--- config.mk ---
export PLATFORM = sky130hd
export DESIGN_NAME = asn1_cer_token_decoder
export DESIGN_NICKNAME = d
export VERILOG_FILES = /design/src/rtl/acd_pkg.sv /design/src/rtl/acd_step.sv /design/src/rtl/asn1_cer_token_decoder.sv
export SDC_FILE = /design/constraint.sdc
export NUM_CORES = 1
export LEC_CHECK = 0
export BUFFER_PORTS_ARGS = -buffer_cell sky130_fd_sc_hd__buf_2
export CAP_MARGIN = 20
export CORE_MARGIN = 2
export CORE_UTILIZATION = 40
export DETAILED_ROUTE_END_ITERATION = 8
export PLACE_DENSITY = 0.63
export RECOVER_POWER = 50
export SYNTH_ARGS = -nofsm -noshare
export SYNTH_HDL_FRONTEND = slang
export SYNTH_HIERARCHICAL = 1
export SYNTH_SLANG_ARGS = --single-unit
--- constraint.sdc ---
create_clock -name clk_i -period 7.9 [get_ports clk_i]
set_input_delay 0.79 -clock clk_i [delete_from_list [all_inputs] [get_ports clk_i]]
set_output_delay 0.79 -clock clk_i [all_outputs]
set_load 0.02 [all_outputs]
--- src/rtl/acd_pkg.sv ---
// Package for the ASN.1 CER token decoder: request and result types,
// parser state, phase and status codes, tag class helpers. No dependencies.
package acd_pkg;

  localparam int unsigned MaxLengthBytes = 4;

  localparam logic [4:0] TagEnd  = 5'd0;
  localparam logic [4:0] TagInt  = 5'd2;
  localparam logic [4:0] TagEnum = 5'd10;
  localparam logic [4:0] TagSeq  = 5'd16;

  typedef enum logic [2:0] {
    PhId       = 3'd0,
    PhLenFirst = 3'd1,
    PhLenMore  = 3'd2,
    PhInt      = 3'd3,
    PhStr      = 3'd4,
    PhEnd2     = 3'd5
  } phase_e;

  typedef enum logic [2:0] {
    StOk        = 3'd0,
    StBadLength = 3'd1,
    StBadClass  = 3'd2,
    StBadTag    = 3'd3,
    StBadInt    = 3'd4,
    StPrimSeq   = 3'd5,
    StBadEnd    = 3'd6,
    StBadSeg    = 3'd7
  } status_e;

  typedef struct packed {
    logic [7:0] data_byte;
    logic       restart;
  } in_t;

  typedef struct packed {
    logic               has_byte;
    logic [7:0]         content_byte;
    logic               token_done;
    logic [4:0]         tag_number;
    logic signed [31:0] value;
    logic [31:0]        bytes_used;
    status_e            status;
  } out_t;

  typedef struct packed {
    phase_e      phase;
    logic [4:0]  token_tag;
    logic [2:0]  len_bytes_left;
    logic [31:0] len_acc;
    logic [30:0] content_left;
    logic [31:0] int_acc;
    logic [31:0] byte_cnt;
    logic        in_seg;
  } state_t;

  localparam state_t StateReset = '{
    phase:          PhId,
    token_tag:      '0,
    len_bytes_left: '0,
    len_acc:        '0,
    content_left:   '0,
    int_acc:        '0,
    byte_cnt:       '0,
    in_seg:         1'b0
  };

  function automatic logic is_string_tag(input logic [4:0] t);
    return (t == 5'd4) || (t == 5'd12) || (t >= 5'd18 && t <= 5'd21) ||
           (t >= 5'd23 && t <= 5'd30);
  endfunction

  function automatic logic is_supported(input logic [4:0] t);
    return (t == TagEnd) || (t == TagInt) || (t == TagEnum) || (t == TagSeq) ||
           is_string_tag(t);
  endfunction

endpackage

--- src/rtl/acd_step.sv ---
// Single-byte parser step: current state and request in, next state and
// optional result out. Purely combinational. Depends on acd_pkg.
module acd_step (
  input  acd_pkg::state_t st_i,
  input  acd_pkg::in_t    req_i,
  output acd_pkg::state_t st_o,
  output logic            res_vld_o,
  output acd_pkg::out_t   res_o
);
  import acd_pkg::*;

  function automatic state_t go_idle(input state_t s);
    state_t r;
    r                = s;
    r.phase          = PhId;
    r.in_seg         = 1'b0;
    r.len_bytes_left = '0;
    r.content_left   = '0;
    return r;
  endfunction

  state_t      cur;
  state_t      nxt;
  out_t        res;
  logic        res_vld;
  logic [7:0]  b;
  logic [4:0]  tag_id;
  logic [31:0] bc_base;
  logic [31:0] bc_new;
  logic        fail_now;
  status_e     fail_code;
  logic        len_done;
  logic        indef;
  logic [31:0] len_val;
  logic [31:0] lacc_new;
  logic [2:0]  lbl_new;
  logic [31:0] iacc_new;
  logic [30:0] cl_new;

  assign b      = req_i.data_byte;
  assign tag_id = b[4:0];

  always_comb begin
    cur       = req_i.restart ? StateReset : st_i;
    bc_base   = (cur.phase == PhId && !cur.in_seg) ? '0 : cur.byte_cnt;
    bc_new    = (&bc_base) ? bc_base : bc_base + 32'd1;
    nxt       = cur;
    nxt.byte_cnt = bc_new;
    res       = '0;
    res_vld   = 1'b0;
    fail_now  = 1'b0;
    fail_code = StOk;
    len_done  = 1'b0;
    indef     = 1'b0;
    len_val   = '0;
    lacc_new  = {cur.len_acc[23:0], b};
    lbl_new   = (cur.len_bytes_left != '0) ? cur.len_bytes_left - 3'd1 : '0;
    iacc_new  = ({1'b0, cur.content_left} == cur.len_acc) ? {{24{b[7]}}, b}
                                                          : {cur.int_acc[23:0], b};
    cl_new    = (cur.content_left != '0) ? cur.content_left - 31'd1 : '0;

    unique case (cur.phase)
      PhId: begin
        if (cur.in_seg) begin
          if (b == 8'h00) begin
            nxt.phase = PhEnd2;
          end else if (b != {3'b000, cur.token_tag}) begin
            fail_now  = 1'b1;
            fail_code = StBadSeg;
          end else begin
            nxt.len_acc = '0;
            nxt.phase   = PhLenFirst;
          end
        end else if (b[7:6] != 2'b00) begin
          fail_now  = 1'b1;
          fail_code = StBadClass;
        end else if (!is_supported(tag_id)) begin
          fail_now  = 1'b1;
          fail_code = StBadTag;
        end else if (tag_id == TagSeq && !b[5]) begin
          fail_now  = 1'b1;
          fail_code = StPrimSeq;
        end else if ((tag_id == TagInt || tag_id == TagEnum) && b[5]) begin
          fail_now  = 1'b1;
          fail_code = StBadInt;
        end else begin
          nxt.token_tag = tag_id;
          nxt.len_acc   = '0;
          nxt.phase     = PhLenFirst;
        end
      end
      PhLenFirst: begin
        if (b == 8'h80) begin
          nxt.len_acc = '0;
          len_done    = 1'b1;
          indef       = 1'b1;
        end else if (!b[7]) begin
          nxt.len_acc = {24'd0, b};
          len_val     = {24'd0, b};
          len_done    = 1'b1;
        end else if (b[6:0] > 7'(MaxLengthBytes)) begin
          fail_now  = 1'b1;
          fail_code = StBadLength;
        end else begin
          nxt.len_bytes_left = b[2:0];
          nxt.len_acc        = '0;
          nxt.phase          = PhLenMore;
        end
      end
      PhLenMore: begin
        nxt.len_acc        = lacc_new;
        nxt.len_bytes_left = lbl_new;
        if (lbl_new == '0) begin
          if (lacc_new[31]) begin
            fail_now  = 1'b1;
            fail_code = StBadLength;
          end else begin
            len_val  = lacc_new;
            len_done = 1'b1;
          end
        end
      end
      PhInt: begin
        nxt.int_acc      = iacc_new;
        nxt.content_left = cl_new;
        if (cl_new == '0) begin
          nxt                = go_idle(nxt);
          res_vld            = 1'b1;
          res.token_done     = 1'b1;
          res.tag_number     = cur.token_tag;
          res.value          = iacc_new;
          res.bytes_used     = bc_new;
        end
      end
      PhStr: begin
        nxt.content_left = cl_new;
        res_vld          = 1'b1;
        res.has_byte     = 1'b1;
        res.content_byte = b;
        res.tag_number   = cur.token_tag;
        if (cl_new == '0) begin
          nxt.phase = PhId;
          if (!cur.in_seg) begin
            nxt            = go_idle(nxt);
            res.token_done = 1'b1;
            res.bytes_used = bc_new;
          end
        end
      end
      PhEnd2: begin
        if (b != 8'h00) begin
          fail_now  = 1'b1;
          fail_code = StBadEnd;
        end else begin
          nxt            = go_idle(nxt);
          res_vld        = 1'b1;
          res.token_done = 1'b1;
          res.tag_number = cur.token_tag;
          res.bytes_used = bc_new;
        end
      end
      default: begin
        nxt = go_idle(nxt);
      end
    endcase

    // length complete: dispatch on token kind
    if (len_done) begin
      if (cur.in_seg) begin
        if (indef) begin
          fail_now  = 1'b1;
          fail_code = StBadSeg;
        end else if (len_val == '0) begin
          nxt.phase = PhId;
        end else begin
          nxt.content_left = len_val[30:0];
          nxt.phase        = PhStr;
        end
      end else if (cur.token_tag == TagEnd) begin
        if (indef || len_val != '0) begin
          fail_now  = 1'b1;
          fail_code = StBadEnd;
        end else begin
          nxt            = go_idle(nxt);
          res_vld        = 1'b1;
          res.token_done = 1'b1;
          res.bytes_used = bc_new;
        end
      end else if (cur.token_tag == TagSeq) begin
        nxt            = go_idle(nxt);
        res_vld        = 1'b1;
        res.token_done = 1'b1;
        res.tag_number = TagSeq;
        res.value      = indef ? -32'sd1 : len_val;
        res.bytes_used = bc_new;
      end else if (cur.token_tag == TagInt || cur.token_tag == TagEnum) begin
        if (indef || len_val == '0 || len_val > 32'd4) begin
          fail_now  = 1'b1;
          fail_code = StBadInt;
        end else begin
          nxt.content_left = len_val[30:0];
          nxt.int_acc      = '0;
          nxt.phase        = PhInt;
        end
      end else if (indef) begin
        nxt.in_seg = 1'b1;
        nxt.phase  = PhId;
      end else if (len_val == '0) begin
        nxt            = go_idle(nxt);
        res_vld        = 1'b1;
        res.token_done = 1'b1;
        res.tag_number = cur.token_tag;
        res.bytes_used = bc_new;
      end else begin
        nxt.content_left = len_val[30:0];
        nxt.phase        = PhStr;
      end
    end

    if (fail_now) begin
      nxt            = go_idle(nxt);
      res_vld        = 1'b1;
      res            = '0;
      res.token_done = 1'b1;
      res.bytes_used = bc_new;
      res.status     = fail_code;
    end
  end

  assign st_o      = nxt;
  assign res_vld_o = res_vld;
  assign res_o     = res;

endmodule

--- src/rtl/asn1_cer_token_decoder.sv ---
// Top level of the ASN.1 CER token decoder: request register, parser state,
// result register. Depends on acd_pkg and acd_step.
//
//   channel | handshake                      | payload
//   in      | in_valid_i / in_ready_o        | in_data_i  (acd_pkg::in_t)
//   out     | out_valid_o / out_ready_i      | out_data_o (acd_pkg::out_t)
//
// One byte per cycle while results are not stalled; a byte is held in the
// request register, then its result is registered in the result register.
// The parser step is combinational logic between the two registers.
// Reset (rst_ni low) empties both registers and clears the parser state.
// A stalled result holds; one further request is buffered behind it.
module asn1_cer_token_decoder (
  input  logic           clk_i,
  input  logic           rst_ni,
  input  logic           in_valid_i,
  output logic           in_ready_o,
  input  acd_pkg::in_t   in_data_i,
  output logic           out_valid_o,
  input  logic           out_ready_i,
  output acd_pkg::out_t  out_data_o
);
  import acd_pkg::*;

  logic   req_vld_q;
  in_t    req_q;
  state_t st_q;
  state_t st_d;
  logic   out_vld_q;
  out_t   out_q;
  logic   res_vld;
  out_t   res;
  logic   step_go;

  assign step_go    = req_vld_q && (!out_vld_q || out_ready_i);
  assign in_ready_o = !req_vld_q || step_go;

  acd_step u_step (
    .st_i      (st_q),
    .req_i     (req_q),
    .st_o      (st_d),
    .res_vld_o (res_vld),
    .res_o     (res)
  );

  always_ff @(posedge clk_i or negedge rst_ni) begin
    if (!rst_ni) begin
      req_vld_q <= 1'b0;
      out_vld_q <= 1'b0;
      st_q      <= StateReset;
    end else begin
      if (in_ready_o) begin
        req_vld_q <= in_valid_i;
      end
      if (step_go) begin
        st_q      <= st_d;
        out_vld_q <= res_vld;
      end else if (out_ready_i) begin
        out_vld_q <= 1'b0;
      end
    end
  end

  always_ff @(posedge clk_i) begin
    if (in_valid_i && in_ready_o) begin
      req_q <= in_data_i;
    end
    if (step_go && res_vld) begin
      out_q <= res;
    end
  end

  assign out_valid_o = out_vld_q;
  assign out_data_o  = out_q;

endmodule

# --- Yosys cells after proc, flatten, opt, wreduce, memory -nomap -nowiden ---
# Cells that the tools add are included.
classes:
  n_mul: 0
  n_shift: 0
  eq_ne: 16
  mux: 170
  reduce_logical: 42
  add_sub_neg: 3
  bitwise_logic: 1
  n_div: 0
  order_cmp: 6
op_table:
  columns: ["op", "count"]
  rows:
  - ["139-bit two-way mux", 12]
  - ["32-bit two-way mux", 25]
  - ["96-bit one-hot mux with 4 select lines", 1]
  - ["35-bit two-way mux", 7]
  - ["31-bit two-way mux", 7]
  - ["70-bit two-way mux", 3]
  - ["32-bit one-hot mux with 6 select lines", 1]
  - ["131-bit two-way mux", 1]
  - ["130-bit two-way mux", 1]
  - ["63-bit two-way mux", 2]
  - ["3-bit two-way mux", 34]
  - ["32-bit one-hot mux with 3 select lines", 1]
  - ["65-bit two-way mux", 1]
  - ["32-bit one-hot mux with 2 select lines", 1]
  - ["1-bit two-way mux", 48]
  - ["8-bit two-way mux", 6]
  - ["40-bit two-way mux", 1]
  - ["37-bit two-way mux", 1]
  - ["3-bit one-hot mux with 6 select lines", 2]
  - ["33-bit two-way mux", 1]
  - ["32-bit by 1-bit adder with 32-bit output, second input constant", 1]
  - ["31-bit by 32-bit == test with 1-bit output", 1]
  - ["32-bit by 3-bit greater-than comparator with 1-bit output, second input constant", 1]
  - ["32-bit zero test", 1]
  - ["other kinds (40)", 78]
word_totals:
  elab_cells: 257
  romBits: 0
  out_inout_bits: 84
  ramBits: 0
  memories: 0
  latchBits: 0
  regBits: 232

# --- Longest topological paths before layout ---
logic_depth:
  ltp_word: 18
  depth_mapped: 23

# --- Modules after synthesis ---
# Netlist, hierarchy kept.
modules_own_cells:
  columns: ["module", "cells_each", "seq_area_each_um2", "area_per_inst_um2", "instances"]
  rows:
  - ["asn1_cer_token_decoder", 395, 6261.0, 8424.3, 1]
  - ["acd_step", 1265, 0.0, 7422.1, 1]

# --- Worst setup path after synthesis ---
# Ideal clock, no wire load.
synth_timing:
  path_kind: "register to register"
  start: "reg req_q[0] (netlist bit)"
  end: "reg out_q, in the netlist out_data_o[0], enable pin"
  n_path_buf: 9
  setup_ns: 0.523
  arrival_time_ns: 8.129
  period_less_slack_ns: 8.652
  path_slack_ns: -0.752
  stages_incl_launch_ff: 22
  cell_sequence: "edfxtp_1 > clkbuf_1 > buf_2 > buf_2 > clkbuf_1 > clkbuf_1 > clkbuf_1 > clkbuf_1 > nor2_1 > ha_1 > nor4b_1 > o21a_1 > clkbuf_1 > a22oi_1 > o22ai_1 > a31oi_1 > o211ai_2 > clkbuf_1 > nor2_1 > nand2_1 > nand2_1 > nor2_1"
synth_between:
  elab_chain_len: 17
synth_rtl:
  columns: ["element", "line", "source"]
  rows:
  - ["start, declared", "asn1_cer_token_decoder.sv:26", "in_t req_q;"]
  - ["start signal, assigned", "asn1_cer_token_decoder.sv:66", "req_q <= in_data_i;"]
  - ["139-bit two-way mux (*)", "acd_step.sv:44", "cur = req_i.restart ? StateReset : st_i;"]
  - ["parallel branches: the longest is 14 deep, another holds 32-bit by 3-bit greater-than comparator with 1-bit output", null, null]
  - ["1-bit two-way mux (*)", "acd_step.sv:220", "if (fail_now) begin"]
  - ["via res_vld", "asn1_cer_token_decoder.sv:31", "logic res_vld;"]
  - ["1-bit logical AND (*)", "asn1_cer_token_decoder.sv:68", "if (step_go && res_vld) begin"]
  - ["end signal, assigned", "asn1_cer_token_decoder.sv:69", "out_q <= res;"]
  - ["end, declared", "asn1_cer_token_decoder.sv:30", "out_t out_q;"]
# Mark *: on every way through the listed nets, which the timed path passes.
# A chain may end at the register's enable or synchronous reset.

# --- Worst setup path in the final report ---
layout_timing:
  start: "reg req_q[0] (netlist bit)"
  end: "reg out_q, in the netlist out_data_o[13], enable pin"
# Same word-level chain as after synthesis.

==> metrics.md <==
| Metric | Value |
|---|---|
| Outcome | complete, but fails checks |
| Failing checks | capacitance limit, slew limit |
| Comb pwr share | 0.125 |
| Routed vias/inst | 6.257 |
| Int Pwr | 2.228 mW |
| Hold path startpoint | in_data_i[0] |
| DP Wirelength | 34150 um |
| Share of layout cells above drive strength 1 | 0.1724 |
| Aggregate global-route resource usage | 0.2466 |
| Psw | 0.8488 mW |
| Period minus WS final | 6.690 ns |
| Setup WS post-layout | 1.210 ns |
| First-pass GRT wire length | 78810 um |
| Final setup violation count | 0 |
| Worst rel slew slack | -1.885 |
| Slew Viols, Final | 183 |
| Worst slew pin tran | 4.328 ns |
| Worst skew pair latency | 0.55 ns |
| Drt initial violations | roughly 1700 |
| Max clock buf depth | 3 |
| Die Ht | roughly 200 um |
| Achievable Freq | approximately 0.15 GHz |
| Mapped Nets | 1645 |
| Initial antenna violation count | 0 |
| Antenna cells | 0 |
| Hold Buf Count CTS | 0 |
| Cells after synthesis | 1627 |
| Delay-heaviest family, CP | buffers and inverters |
| Max IR drop VDD | 0.1224 mV |
| Starting density of the core | 0.4083 |
| Core area | 37840 um2 |
| Critical path origin | req_q[0]$_DFFE_PP_ |
| Syn_area_per_cell | approximately 9.5 um2 |
| Drt pass-1 iters | 6 |
| Final instance area | between 15000 and 20000 um2 |
| Fin nets | 1651 |
| Placed Instances | 2114 |
| Post-Place Worst Slack | between 2 and 2.5 ns |
| Antenna-violating nets left | 0 |
| Root buffer cell | clkbuf_16 |
| Via Count | roughly 14000 |
| Largest net degree at the start of global routing | roughly 80 |
| Max stage delay on crit path | 1.71 ns |
| Sink Count | 224 |
| Critical-path cell list | clkbuf_1, or4b_1, nor2_1, o21a_2, buf_4, a21oi_1, o22a_1, nor3_1, nor3_1, nor2_1, nand2_1, nand2_1, nor2_4, buf_12 |
| Final period util | 0.8468 |
| Fin. Hold Viols | 0 |
| Clock power share | 0.450 |
| CP max FO | 57 |
| CTS tree | done |
| CP Launch Type | flop |
| Area Growth Syn to Fin | 9.661% |
| Syn. warnings | 6 |
| Worst hold-check path type | primary input to flop |
| Final clock skew | 0.02110 ns |
| R2r startpoint | req_q[0]$_DFFE_PP_ |
| WP data required | 8.12 ns |
| WL/cell | 23.66 um |
| DRC viols | 0 |
| Post-Syn Area | 15450 um2 |
| Max-Cap Viols | 3 |
| I/O pins | 97 |
| Core Rows | 71 |
| Layout Utilization | 0.4477 |
| Crit. End Element | flop |
| GRT overflow | 0 |
| Die ar. | 40220 um2 |
| Reg clk slew, reported paths | 0.06 ns |
| Final Power | 3.077 mW |
| Non-Filler Instances | 2164 |
| RSZ-0062 raised after global routing | no |
| Cts repair resizes | 0 |
| Final wirelength | ~51000 um |
| Switching part of the total | 0.2759 |
| WP buf/inv | 3 |
| Critical path's slowest cell | clkbuf_1 |
| WP data arrival | 6.91 ns |
| Placed instance area | 16090 um2 |
| Worst hold slack | 0.4191 ns |
| Number of global-route vias before repair | 12784 |
| WS Path Type | flop to flop |
| Share of power burned in registers | 0.425 |
| Leakage | 6.679 nW |
| Post-CTS setup buffers | 0 |
| Total CTS buffers | 27 |
| Cell area power density | 181.6 nW/um2 |
| Setup TNS | 0 ns |
| Overall die width | 200.5 um |
| RePlAce Congestion | ~0.96 |
| Number of port buffers | 96 |
| CTS H-tree lvls | 1 |
final timing paths:
| kind | to | slack [ns] | depth (start not counted) |
|---|---|---|---|
| worst max-delay path | out_data_o[13]$_DFFE_PP_ | 1.21 | 14 |
| worst min-delay path | req_q[0]$_DFFE_PP_ | 0.42 | 1 |
| worst max register to register | out_data_o[13]$_DFFE_PP_ | 1.21 | 14 |
| worst min register to register | st_q[53]$_DFFE_PN0P_ | 0.51 | 1 |
| max in group asynchronous | st_q[26]$_DFFE_PN0P_ | 2.83 | 2 |
| min in group asynchronous | st_q[112]$_DFFE_PN0P_ | 1.77 | 1 |
metal layers:
metal,wire (um),track usage,up-vias,part of all wire
li1,-,-,6022,-
met1,21690,0.3443,6658,0.42
met2,22570,0.3787,723,0.44
met3,4744,0.04334,138,0.093
met4,2185,0.1000,0,0.043
met5,0,0,-,0
state kept, by name (all words and copies together) (netlist names):
name and flops:
out_valid_o 1, req_vld_q 1, out_data_o 82, req_q 9, st_q 131
final cells by class:
cell class / count / area, um2
clock inverters: 20 / 292.8
flip-flops and latches: 224 / 6061
well taps: 511 / 639.4
multi-input cells: 1229 / 8572
repair buffers: 124 / 584.3
inverters: 27 / 101.3
fillers: 3689 / 20900
clock buffers: 29 / 693.2
cells in the final DEF, fill, tap and decap left out, types with 9 or more instances in the layout:
cell type / instances
a21o_1: 15
mux2_4: 90
a211oi_1: 21
a22oi_1: 20
clkbuf_1: 88
a221oi_1: 9
o22ai_1: 22
and3_1: 14
nand4_1: 32
buf_4: 23
nor4_1: 32
nor3_1: 22
xor2_1: 26
or2_2: 11
nor2b_1: 34
nand3_1: 49
nor3_2: 24
a22o_1: 21
buf_2: 12
nand2_1: 140
a21oi_1: 121
inv_1: 25
or3_1: 11
o21ai_0: 62
a31oi_1: 28
dfrtp_1: 133
xnor2_1: 47
mux2_2: 38
nor2_1: 153
edfxtp_1: 91
clkbuf_16: 27
power by group through the flow:
| stage | clock network [mW] | registers (mW) | logic [mW] |
|---|---|---|---|
| detailed placement | 0 | 1.33 | 0.388 |
| floorplan | 0 | 1.36 | 0.227 |
| finish | 1.39 | 1.31 | 0.384 |
| CTS | 1.41 | 1.31 | 0.389 |
| global placement | 0 | 1.33 | 0.385 |
| global route | 1.45 | 1.31 | 0.404 |
No activity file was read; power rests on OpenSTA's default activity.
